File: src/rtl/core/tkd_pkg.sv
// ----------------------------------------------------------------------------
// Terminal key decoder package
// Shared key codes, byte constants, widths and the decoder result record.
// ----------------------------------------------------------------------------
package tkd_pkg;

	// Field widths.
	localparam int unsigned DIM_W   = 10;
	localparam int unsigned KIND_W  = 4;
	localparam int unsigned BYTE_W  = 8;
	localparam int unsigned CFG_IDX_W = 1;

	typedef logic [KIND_W-1:0] key_kind_t;
	typedef logic [BYTE_W-1:0] byte_t;
	typedef logic [DIM_W-1:0]  dim_t;

	// Key codes.
	localparam key_kind_t KEY_NONE  = 4'd0;
	localparam key_kind_t KEY_PLAIN = 4'd1;
	localparam key_kind_t KEY_ESC   = 4'd2;
	localparam key_kind_t KEY_LEFT  = 4'd3;
	localparam key_kind_t KEY_RIGHT = 4'd4;
	localparam key_kind_t KEY_UP    = 4'd5;
	localparam key_kind_t KEY_DOWN  = 4'd6;
	localparam key_kind_t KEY_DEL   = 4'd7;
	localparam key_kind_t KEY_HOME  = 4'd8;
	localparam key_kind_t KEY_END   = 4'd9;
	localparam key_kind_t KEY_PGUP  = 4'd10;
	localparam key_kind_t KEY_PGDN  = 4'd11;

	// Configuration register indexes.
	localparam logic [CFG_IDX_W-1:0] REG_ROWS = 1'd0;
	localparam logic [CFG_IDX_W-1:0] REG_COLS = 1'd1;

	localparam dim_t ROWS_RESET = 10'd24;
	localparam dim_t COLS_RESET = 10'd80;

	// Byte constants.
	localparam byte_t ESC_BYTE   = 8'h1B;
	localparam byte_t CTRL_MASK  = 8'h1F;
	localparam byte_t QUIT_BYTE  = 8'h71 & CTRL_MASK;
	localparam byte_t LBRACKET   = 8'h5B;
	localparam byte_t SS3_O      = 8'h4F;
	localparam byte_t TILDE      = 8'h7E;

	// Decoder result handed to the cursor logic and the result register.
	typedef struct packed {
		key_kind_t kind;
		byte_t     pbyte;
	} dec_res_t;

endpackage

File: src/rtl/core/tkd_decoder.sv
// ----------------------------------------------------------------------------
// Escape sequence decoder
// Holds the parse phase and the pending sequence bytes, and turns each
// request into a key code.
// ----------------------------------------------------------------------------
module tkd_decoder (
	input  logic            clk,
	input  logic            arst_n,
	input  logic            en,
	input  logic            func,
	input  tkd_pkg::byte_t  in_byte,
	output tkd_pkg::dec_res_t res
);
	import tkd_pkg::*;

	localparam logic [1:0] PH_IDLE  = 2'd0;
	localparam logic [1:0] PH_ESC   = 2'd1;
	localparam logic [1:0] PH_ESCX  = 2'd2;
	localparam logic [1:0] PH_DIGIT = 2'd3;

	logic [1:0] phase_q, phase_d;
	byte_t      first_q, first_d;
	byte_t      digit_q, digit_d;
	key_kind_t  tilde_kind;
	key_kind_t  bracket_kind;
	key_kind_t  ss3_kind;
	logic       is_digit;

	// Key for ESC [ digit ~.
	always_comb begin
		unique case (digit_q) inside
			8'h31, 8'h37: tilde_kind = KEY_HOME;
			8'h33:        tilde_kind = KEY_DEL;
			8'h34, 8'h38: tilde_kind = KEY_END;
			8'h35:        tilde_kind = KEY_PGUP;
			8'h36:        tilde_kind = KEY_PGDN;
			default:      tilde_kind = KEY_ESC;
		endcase
	end

	// Final letters of ESC [ x and ESC O x.
	always_comb begin
		unique case (in_byte)
			8'h41:   bracket_kind = KEY_UP;
			8'h42:   bracket_kind = KEY_DOWN;
			8'h43:   bracket_kind = KEY_RIGHT;
			8'h44:   bracket_kind = KEY_LEFT;
			8'h48:   bracket_kind = KEY_HOME;
			8'h46:   bracket_kind = KEY_END;
			default: bracket_kind = KEY_ESC;
		endcase
		unique case (in_byte)
			8'h48:   ss3_kind = KEY_HOME;
			8'h46:   ss3_kind = KEY_END;
			default: ss3_kind = KEY_ESC;
		endcase
	end

	assign is_digit = (in_byte >= 8'h30) && (in_byte <= 8'h39);

	// Phase transitions and key selection.
	always_comb begin
		phase_d   = phase_q;
		first_d   = first_q;
		digit_d   = digit_q;
		res.kind  = KEY_NONE;
		res.pbyte = '0;
		if (func) begin
			if (phase_q != PH_IDLE) begin
				res.kind = KEY_ESC;
			end
			phase_d = PH_IDLE;
		end else begin
			unique case (phase_q)
				PH_IDLE: begin
					if (in_byte == ESC_BYTE) begin
						phase_d = PH_ESC;
					end else begin
						res.kind  = KEY_PLAIN;
						res.pbyte = in_byte;
					end
				end
				PH_ESC: begin
					first_d = in_byte;
					phase_d = PH_ESCX;
				end
				PH_ESCX: begin
					phase_d = PH_IDLE;
					if (first_q == LBRACKET) begin
						if (is_digit) begin
							digit_d = in_byte;
							phase_d = PH_DIGIT;
						end else begin
							res.kind = bracket_kind;
						end
					end else if (first_q == SS3_O) begin
						res.kind = ss3_kind;
					end else begin
						res.kind = KEY_ESC;
					end
				end
				PH_DIGIT: begin
					phase_d  = PH_IDLE;
					res.kind = (in_byte == TILDE) ? tilde_kind : KEY_ESC;
				end
			endcase
		end
	end

	// Parser state.
	always_ff @(posedge clk or negedge arst_n) begin
		if (!arst_n) begin
			phase_q <= PH_IDLE;
			first_q <= '0;
			digit_q <= '0;
		end else if (en) begin
			phase_q <= phase_d;
			first_q <= first_d;
			digit_q <= digit_d;
		end
	end

endmodule

File: src/rtl/core/tkd_cursor.sv
// ----------------------------------------------------------------------------
// Cursor unit
// Holds the cursor position and moves it on the configured grid for each
// decoded key.
// ----------------------------------------------------------------------------
module tkd_cursor (
	input  logic               clk,
	input  logic               arst_n,
	input  logic               en,
	input  tkd_pkg::key_kind_t kind,
	input  tkd_pkg::dim_t      rows,
	input  tkd_pkg::dim_t      cols,
	output tkd_pkg::dim_t      col_next,
	output tkd_pkg::dim_t      row_next
);
	import tkd_pkg::*;

	dim_t col_q;
	dim_t row_q;
	dim_t last_row;
	dim_t last_col;

	// A size of zero behaves as one.
	assign last_row = (rows == '0) ? '0 : rows - 10'd1;
	assign last_col = (cols == '0) ? '0 : cols - 10'd1;

	// Next position for the key.
	always_comb begin
		col_next = col_q;
		row_next = row_q;
		case (kind)
			KEY_LEFT: begin
				if (col_q != '0) begin
					col_next = col_q - 10'd1;
				end else if (row_q != '0) begin
					col_next = last_col;
					row_next = row_q - 10'd1;
				end
			end
			KEY_RIGHT: begin
				if (col_q < last_col) begin
					col_next = col_q + 10'd1;
				end else if (row_q < last_row) begin
					col_next = '0;
					row_next = row_q + 10'd1;
				end
			end
			KEY_UP: begin
				if (row_q != '0) begin
					row_next = row_q - 10'd1;
				end
			end
			KEY_DOWN: begin
				if (row_q < last_row) begin
					row_next = row_q + 10'd1;
				end
			end
			KEY_HOME: col_next = '0;
			KEY_END:  col_next = last_col;
			KEY_PGUP: row_next = '0;
			KEY_PGDN: row_next = last_row;
			default: ;
		endcase
	end

	// Position registers.
	always_ff @(posedge clk or negedge arst_n) begin
		if (!arst_n) begin
			col_q <= '0;
			row_q <= '0;
		end else if (en) begin
			col_q <= col_next;
			row_q <= row_next;
		end
	end

endmodule

File: src/rtl/core/terminal_key_decoder_cursor_unit.sv
// Pipeline: a request is registered in the input register, then decoded into the
// result register once that register is free or being drained; out_valid then rises.
// Throughput: one request per cycle unless out_ready stalls a full result register; the
// decode and the cursor move are a single pass between the input and result registers.
// Reset: arst_n clears the parse phase, the cursor to row 0 column 0, the grid to
// 24 by 80, and both pipeline valid flags. No clearing pass is needed.
// ----------------------------------------------------------------------------
// Terminal key decoder with cursor
// Decodes terminal bytes and timeouts into keys and tracks a cursor on a
// configurable grid.
// ----------------------------------------------------------------------------
module terminal_key_decoder_cursor_unit (
	input  logic                                  clk,
	input  logic                                  arst_n,
	// Request channel.
	input  logic                                  in_valid,
	output logic                                  in_ready,
	input  logic                                  func,
	input  logic [7:0]                            in_byte,
	// Result channel.
	output logic                                  out_valid,
	input  logic                                  out_ready,
	output logic [3:0]                            key_kind,
	output logic [7:0]                            plain_byte,
	output logic [9:0]                            cursor_col,
	output logic [9:0]                            cursor_row,
	output logic                                  quit,
	// Configuration channel.
	input  logic                                  cfg_valid,
	output logic                                  cfg_ready,
	input  logic [tkd_pkg::CFG_IDX_W-1:0]         cfg_index,
	input  logic [9:0]                            cfg_data
);
	import tkd_pkg::*;

	logic      valid_s1;
	logic      func_s1;
	byte_t     byte_s1;
	logic      valid_s2;
	key_kind_t kind_s2;
	byte_t     pbyte_s2;
	dim_t      col_s2;
	dim_t      row_s2;
	logic      quit_s2;
	logic      adv_s1;
	dim_t      rows_q;
	dim_t      cols_q;
	dec_res_t  dec;
	dim_t      col_next;
	dim_t      row_next;

	// Stage 1 moves on when the result register is free or being drained.
	assign adv_s1   = valid_s1 && (!valid_s2 || out_ready);
	assign in_ready = !valid_s1 || adv_s1;
	assign cfg_ready = 1'b1;

	// Grid size registers.
	always_ff @(posedge clk or negedge arst_n) begin
		if (!arst_n) begin
			rows_q <= ROWS_RESET;
			cols_q <= COLS_RESET;
		end else if (cfg_valid) begin
			if (cfg_index == REG_ROWS) begin
				rows_q <= cfg_data;
			end
			if (cfg_index == REG_COLS) begin
				cols_q <= cfg_data;
			end
		end
	end

	// Input register valid flag.
	always_ff @(posedge clk or negedge arst_n) begin
		if (!arst_n) begin
			valid_s1 <= 1'b0;
		end else if (in_ready) begin
			valid_s1 <= in_valid;
		end
	end

	// Input register payload.
	always_ff @(posedge clk) begin
		if (in_valid && in_ready) begin
			func_s1 <= func;
			byte_s1 <= in_byte;
		end
	end

	tkd_decoder u_decoder (
		.clk     (clk),
		.arst_n  (arst_n),
		.en      (adv_s1),
		.func    (func_s1),
		.in_byte (byte_s1),
		.res     (dec)
	);

	tkd_cursor u_cursor (
		.clk      (clk),
		.arst_n   (arst_n),
		.en       (adv_s1),
		.kind     (dec.kind),
		.rows     (rows_q),
		.cols     (cols_q),
		.col_next (col_next),
		.row_next (row_next)
	);

	// Result register valid flag.
	always_ff @(posedge clk or negedge arst_n) begin
		if (!arst_n) begin
			valid_s2 <= 1'b0;
		end else if (!valid_s2 || out_ready) begin
			valid_s2 <= valid_s1;
		end
	end

	// Result register payload.
	always_ff @(posedge clk) begin
		if (adv_s1) begin
			kind_s2  <= dec.kind;
			pbyte_s2 <= dec.pbyte;
			col_s2   <= col_next;
			row_s2   <= row_next;
			quit_s2  <= (dec.kind == KEY_PLAIN) && (dec.pbyte == QUIT_BYTE);
		end
	end

	assign out_valid  = valid_s2;
	assign key_kind   = kind_s2;
	assign plain_byte = pbyte_s2;
	assign cursor_col = col_s2;
	assign cursor_row = row_s2;
	assign quit       = quit_s2;

endmodule

File: config.mk
export PLATFORM = sky130hd
export DESIGN_NAME = terminal_key_decoder_cursor_unit
export DESIGN_NICKNAME = d
export VERILOG_FILES = /design/src/rtl/core/tkd_pkg.sv /design/src/rtl/core/tkd_decoder.sv /design/src/rtl/core/tkd_cursor.sv /design/src/rtl/core/terminal_key_decoder_cursor_unit.sv
export SDC_FILE = /design/constraint.sdc
export NUM_CORES = 1
export LEC_CHECK = 0
export ABC_AREA = 1
export BUFFER_PORTS_ARGS = -buffer_cell sky130_fd_sc_hd__buf_2
export CORE_UTILIZATION = 45
export DETAILED_ROUTE_END_ITERATION = 10
export PLACE_DENSITY = 0.67
export SLEW_MARGIN = 30
export SYNTH_ARGS = -nofsm -noshare
export SYNTH_HDL_FRONTEND = slang
export SYNTH_SLANG_ARGS = --single-unit
File: constraint.sdc
create_clock -name clk -period 9.2 [get_ports clk]
set_clock_uncertainty 0.15 [all_clocks]
set_input_delay 0.46 -clock clk [delete_from_list [all_inputs] [get_ports clk]]
set_output_delay 0.46 -clock clk [all_outputs]
set_load 0.05 [all_outputs]
# == Word-level counts from Yosys, hierarchy flattened ==
# Cells that the tools add are included.
# totals
ff_bits,102
latch_bits,0
ram_bits,0
rom_bits,0
in_bits,25
output_inout_bits,36
elab_cells,110
memories,0
# op_classes
addsub,6
multipliers,0
div,0
n_lt_le_gt_ge,4
n_eq_ne,31
n_shift,0
mux,30
bitwise,2
n_reduce_logical,21
# op_table
operator,n
10-bit 2-to-1 mux,10
8-bit by 7-bit equality test with 1-bit output (second input constant),9
10-bit one-hot mux with 6 select lines,1
8-bit by 6-bit equality test with 1-bit output (second input constant),7
10-bit one-hot mux with 4 select lines,1
10-bit by 1-bit subtractor with 10-bit output (second input constant),4
4-bit one-hot mux with 6 select lines,1
10-bit by 1-bit adder with 10-bit output (second input constant),2
10-bit logical NOT,2
10-bit less-than comparator,2
4-bit 2-to-1 mux,5
4-bit one-hot mux with 5 select lines,1
10-bit nonzero test,2
4-bit equality test (second input constant),4
8-bit by 5-bit equality test with 1-bit output (second input constant),2
8-bit 2-to-1 mux,2
4-bit by 3-bit equality test with 1-bit output (second input constant),3
4-bit one-hot mux with 3 select lines,1
2-bit 2-to-1 mux,5
9-bit 2-to-1 mux,1
8-bit by 6-bit greater-or-equal comparator with 1-bit output (second input constant),1
8-bit by 6-bit less-or-equal comparator with 1-bit output (second input constant),1
2-bit one-hot mux with 4 select lines,1
4-bit one-hot mux with 2 select lines,1
15 further kinds,25

# == Longest topological paths before layout ==
# depth
word_depth,8
mapped_depth,26
depth_no_buf,25

# == Hierarchy ==
# Synthesis repeated with hierarchy kept, for this count alone.
# unflattened
hier_cells,1037
area_unflattened_um2,7507.2
# by_module_without_submodules
mod,instances,cells_each,area_each_um2,seq_area_each_um2
tkd_cursor,1,703,4047.6,500.5
terminal_key_decoder_cursor_unit,1,148,2227.1,1816.7
tkd_decoder,1,186,1232.4,450.4

# == Worst setup path after synthesis ==
# Ideal clock, no wire load.
# synth_path
path_type,reg-to-reg
start,register rows_q[0]
end,"register row_s2[2], in the netlist cursor_row[2], data pin"
setup_time_ps,259
arrival_time_ps,2767
required_ps,8791
setup_slack_ps,6024
path_stages_with_launch,24
path_buffers,1
period_less_slack_ps,3176
path_cell_list,dfrtp_1 -> inv_1 -> ha_1 -> inv_1 -> nor3_1 -> inv_1 -> nor2_1 -> inv_1 -> o21ai_0 -> nand2_1 -> nor2_1 -> inv_1 -> ha_1 -> nand4_1 -> nor2_1 -> nor3_1 -> clkbuf_1 -> nand3_1 -> nand2_1 -> a21oi_1 -> nand2_1 -> nand2_1 -> nor2_1 -> nand2_1
# synth_between
elab_chain_len,6
elab_cells_between_ends,7
cone_classes,add/sub: 1; order compare: 1; mux: 4; reduce/logical: 1
# synth_rtl
item,line,text
start: declaration,terminal_key_decoder_cursor_unit.sv:46,dim_t rows_q;
start signal: assignment,terminal_key_decoder_cursor_unit.sv:64,rows_q <= cfg_data;
10-bit by 1-bit subtractor with 10-bit output or 10-bit logical NOT (tied branches),tkd_cursor.sv:24,assign last_row = (rows == '0) ? '0 : rows - 10'd1;
10-bit 2-to-1 mux (*),tkd_cursor.sv:24,
10-bit less-than comparator,"tkd_cursor.sv:43, tkd_cursor.sv:54",
10-bit 2-to-1 mux,"tkd_cursor.sv:43, tkd_cursor.sv:54",
10-bit 2-to-1 mux,tkd_cursor.sv:41,if (col_q < last_col) begin
10-bit one-hot mux with 6 select lines (*),tkd_cursor.sv:31,case (kind)
net row_next[2],terminal_key_decoder_cursor_unit.sv:50,dim_t row_next;
end signal: assignment,terminal_key_decoder_cursor_unit.sv:124,row_s2 <= row_next;
end: declaration,terminal_key_decoder_cursor_unit.sv:43,dim_t row_s2;
# Mark *: on every way through the listed nets, which the timed path passes. The rest lies on a longest branch.
# A chain may end at the register's enable or synchronous reset.

# == Worst setup path in the final report ==
# layout_path
start,register rows_q[0]
end,register u_cursor.col_q[1]
# layout_between
elab_chain_len,6
elab_cells_between_ends,7
cone_classes,add/sub: 1; order compare: 1; mux: 4; reduce/logical: 1
# layout_rtl
item,line,text
10-bit by 1-bit subtractor with 10-bit output or 10-bit logical NOT (tied branches),tkd_cursor.sv:24,
10-bit 2-to-1 mux (*),tkd_cursor.sv:24,
10-bit less-than comparator (*),tkd_cursor.sv:43,end else if (row_q < last_row) begin
10-bit 2-to-1 mux (*),tkd_cursor.sv:43,
10-bit 2-to-1 mux (*),tkd_cursor.sv:41,
10-bit one-hot mux with 4 select lines (*),tkd_cursor.sv:31,
net col_next[1],terminal_key_decoder_cursor_unit.sv:49,dim_t col_next;
end signal: assignment,tkd_cursor.sv:72,col_q <= col_next;
end: declaration,tkd_cursor.sv:18,dim_t col_q;
# Marked as above.

==> results.sh <==
export IMPL_finalCriticalPeriod_ns=4.13
export IMPL_fin_nets=1166
export IMPL_p_switching_mw=1.20
export IMPL_dpl_hpwl_mm=13.5
export IMPL_clk_path_buf_depth=2
export IMPL_grt_usage=0.235
export IMPL_p_total_mw=2.38
export IMPL_outcome="complete, no violations"
export IMPL_antenna_found_initial=0
export IMPL_drc=0
export IMPL_fill_cells=1596
export IMPL_critPathKind="reg -> reg"
export IMPL_worst_pin_slew_ns=0.880
export IMPL_final_util=0.509
export IMPL_wirelength_mm=18.7
export IMPL_synth_edf_count=42
export IMPL_sw_frac_of_total=0.503
export IMPL_dieArea_sq_mm=0.0172
export IMPL_synth_area_per_cell_sq_um=6.92
export IMPL_tns_ns=0
export IMPL_ctsHtreeMaxLevel=3
export IMPL_hold_buffers=0
export IMPL_first_global_vias=5964
export IMPL_clk_latency_ns=0.37
export IMPL_ys_warn_count=0
export IMPL_start_kind="flip-flop"
export IMPL_grt_first_pass_wirelength_mm=30.7
export IMPL_core_area_sq_mm=0.0161
export IMPL_min_period_over_period=0.448
export IMPL_async_reset_ff_frac=0.588
export IMPL_fp_row_count=46
export IMPL_num_io_pins=61
export IMPL_worstHoldPathType="in -> reg"
export IMPL_drt_pre_antenna_iters=5
export IMPL_grt_max_degree=61
export IMPL_combPwrFrac=0.565
export IMPL_synthToLayoutAreaGrowth_pct=9.24
export IMPL_report_final_slew_viol_count=0
export IMPL_synth_seq_cells=102
export IMPL_p_int_mw=1.18
export IMPL_maxCapViolCount=0
export IMPL_arrival_ns=4.27
export IMPL_num_vias=6825
export IMPL_clock_sink_count=102
export IMPL_die_y_microns=131
export IMPL_antenna_left=0
export IMPL_p_clk_frac=0.156
export IMPL_path_clk_slew_ns=0.08
export IMPL_synthCells=1082
export IMPL_hold_viol_final=0
export IMPL_drtIter0Drc=539
export IMPL_initial_core_util=0.466
export IMPL_placed_cell_area_sq_mm=0.00790
export IMPL_ir_drop_mv=0.144
export IMPL_pwr_density_cell_mw_per_mm2=291
export IMPL_cts_resized=0
export IMPL_cts_root_buf="clkbuf_16"
export IMPL_fin_area_sq_mm=0.00818
export IMPL_setup_viol=0
export IMPL_drive_above_1_share=0.121
export IMPL_cts_made_buffers=9
export IMPL_layout_commonest_cell="nand2_1"
export IMPL_synth_cell_types=47
export IMPL_crit_path_end_kind="flip-flop"
export IMPL_ys_flop_type="dfrtp_1"
export IMPL_post_cts_buffers=0
export IMPL_pwr_share_seq=0.279
export IMPL_cellLeakagePower_nw=4.17
export IMPL_synth_seq_area_share=0.370
export IMPL_path_max_fanout=11
export IMPL_fmax_ghz=0.242
export IMPL_die_x_microns=131
export IMPL_synth_cell_area_sq_mm=0.00749
export IMPL_maxSlewHeadroom=0.413
export IMPL_crit_required_ns=9.35
export IMPL_wl_per_cell_microns=14.0
export IMPL_synth_nets=1131
export IMPL_diodes=0
export IMPL_cts_tree="built"
export IMPL_via_per_inst=5.10
export IMPL_portBuffers=59
export IMPL_final_cell_mix="nand2_1 (322), nor2_1 (145), inv_1 (122)"
export IMPL_rsz0062_at_grt="false"
export IMPL_grt_overflow=0
export IMPL_gp_congestion=0.924
worst max-delay path, cell delays in order, from the launching register on:
cell,delay (ns)
dfrtp_1,0.42
inv_1,0.12
ha_1,0.15
inv_1,0.06
nor3_1,0.26
inv_1,0.09
nor2_1,0.09
inv_1,0.06
o21ai_0,0.14
nand2_1,0.06
nor2_1,0.16
inv_1,0.07
ha_1,0.27
nand4_1,0.12
nor3_1,0.15
nand2_1,0.28
nand2_1,0.43
inv_1,0.28
o21ai_0,0.20
o21ai_0,0.10
o21a_1,0.20
nand3_2,0.06
nand2_1,0.05
nand2_1,0.08
flip-flops by register name (all words and copies together), names as in the netlist:
| register | flops |
|---|---|
| plain_byte | 8 |
| valid_s1 | 1 |
| key_kind | 4 |
| quit | 1 |
| cols_q | 10 |
| u_cursor.row_q | 10 |
| cursor_col | 10 |
| out_valid | 1 |
| func_s1 | 1 |
| cursor_row | 10 |
| u_cursor.col_q | 10 |
| u_decoder.first_q | 8 |
| u_decoder.digit_q | 8 |
| u_decoder.phase_q | 2 |
| byte_s1 | 8 |
| rows_q | 10 |
power groups by stage:
| stage | Combinational (mW) | Clock [mW] | Sequential [mW] |
|---|---|---|---|
| 2_1_floorplan | 0.967 | 0 | 0.744 |
| 3_3_place_gp | 1.32 | 0 | 0.669 |
| 3_5_place_dp | 1.32 | 0 | 0.669 |
| 4_1_cts | 1.33 | 0.381 | 0.661 |
| 5_1_grt | 1.51 | 0.395 | 0.676 |
| 6_report | 1.34 | 0.371 | 0.663 |
per-stage QoR:
step	hold WS (ns)	std cells	setup slack [ns]
floorplan	0.0144	1082	6.02
global placement	0.318	1322	5.15
detailed placement	0.323	1322	5.14
CTS	0.0989	1338	5.10
global route	0.0989	1338	4.50
finish	0.114	1338	5.07
final timing paths:
path / startpoint / end / slack (ns) / depth (start not counted)
min in group asynchronous: arst_n / u_cursor.row_q[7] / 0.12 / 2
hold / removal: in_byte[1] / byte_s1[1] / 0.11 / 1
max in group asynchronous: arst_n / cols_q[7] / 8.24 / 2
setup reg to reg: rows_q[0] / u_cursor.col_q[1] / 5.07 / 23
setup / recovery: rows_q[0] / u_cursor.col_q[1] / 5.07 / 23
hold reg to reg: u_decoder.first_q[7] / u_decoder.first_q[7] / 0.34 / 2
Yosys cell counts (5+ instances only):
cell      instances  area [sq um]
nand4_1          31           194
nor2_4            5          56.3
o21ai_0          78           390
o21a_1            7          52.6
nor4_1            6          37.5
ha_1             24           300
nand2_1         323          1210
nand3_2          11           110
nor2_1          145           544
a21oi_1          32           160
nand3_1          57           285
inv_2            13          48.8
dfrtp_1          56          1400
buf_2            14          70.1
xor2_1           27           236
edfxtp_1         42          1260
clkbuf_1         19          71.3
nor3_1           13          65.1
nand2_2           6          37.5
inv_1           123           462
logic make-up (layout without fill, tap and decap cells):
kind of cell	Yosys count	in the layout	synth area share
AOI/OAI and AO/OA	136	136	0.101
adders and majority gates	24	24	0.0401
and+or+nand+nor	612	612	0.360
buffers and inverters	178	218	0.0951
xor gates and xnor gates	29	29	0.0339
other	1	1	0.000501
DFF	102	102	0.370
metal layers:
metal | wire (microns) | share of wire | track usage | up-vias
met5 | 0 | 0 | 0 | -
met4 | 324 | 0.017 | 0.0805 | 0
li1 | - | - | - | 3553
met3 | 987 | 0.053 | 0.0362 | 29
met1 | 9610 | 0.51 | 0.346 | 3044
met2 | 7750 | 0.41 | 0.349 | 199
final cells by class:
class,instances,area [sq um],area share
inverter,139,524,0.0641
timing repair buffer,63,325,0.0398
multi-input combinational,802,4010,0.490
clock buffer,10,229,0.0280
tap,216,270,0.0330
sequential,102,2770,0.338
clock inverter,6,52.6,0.00642
No activity file was read; power rests on OpenSTA's default activity.
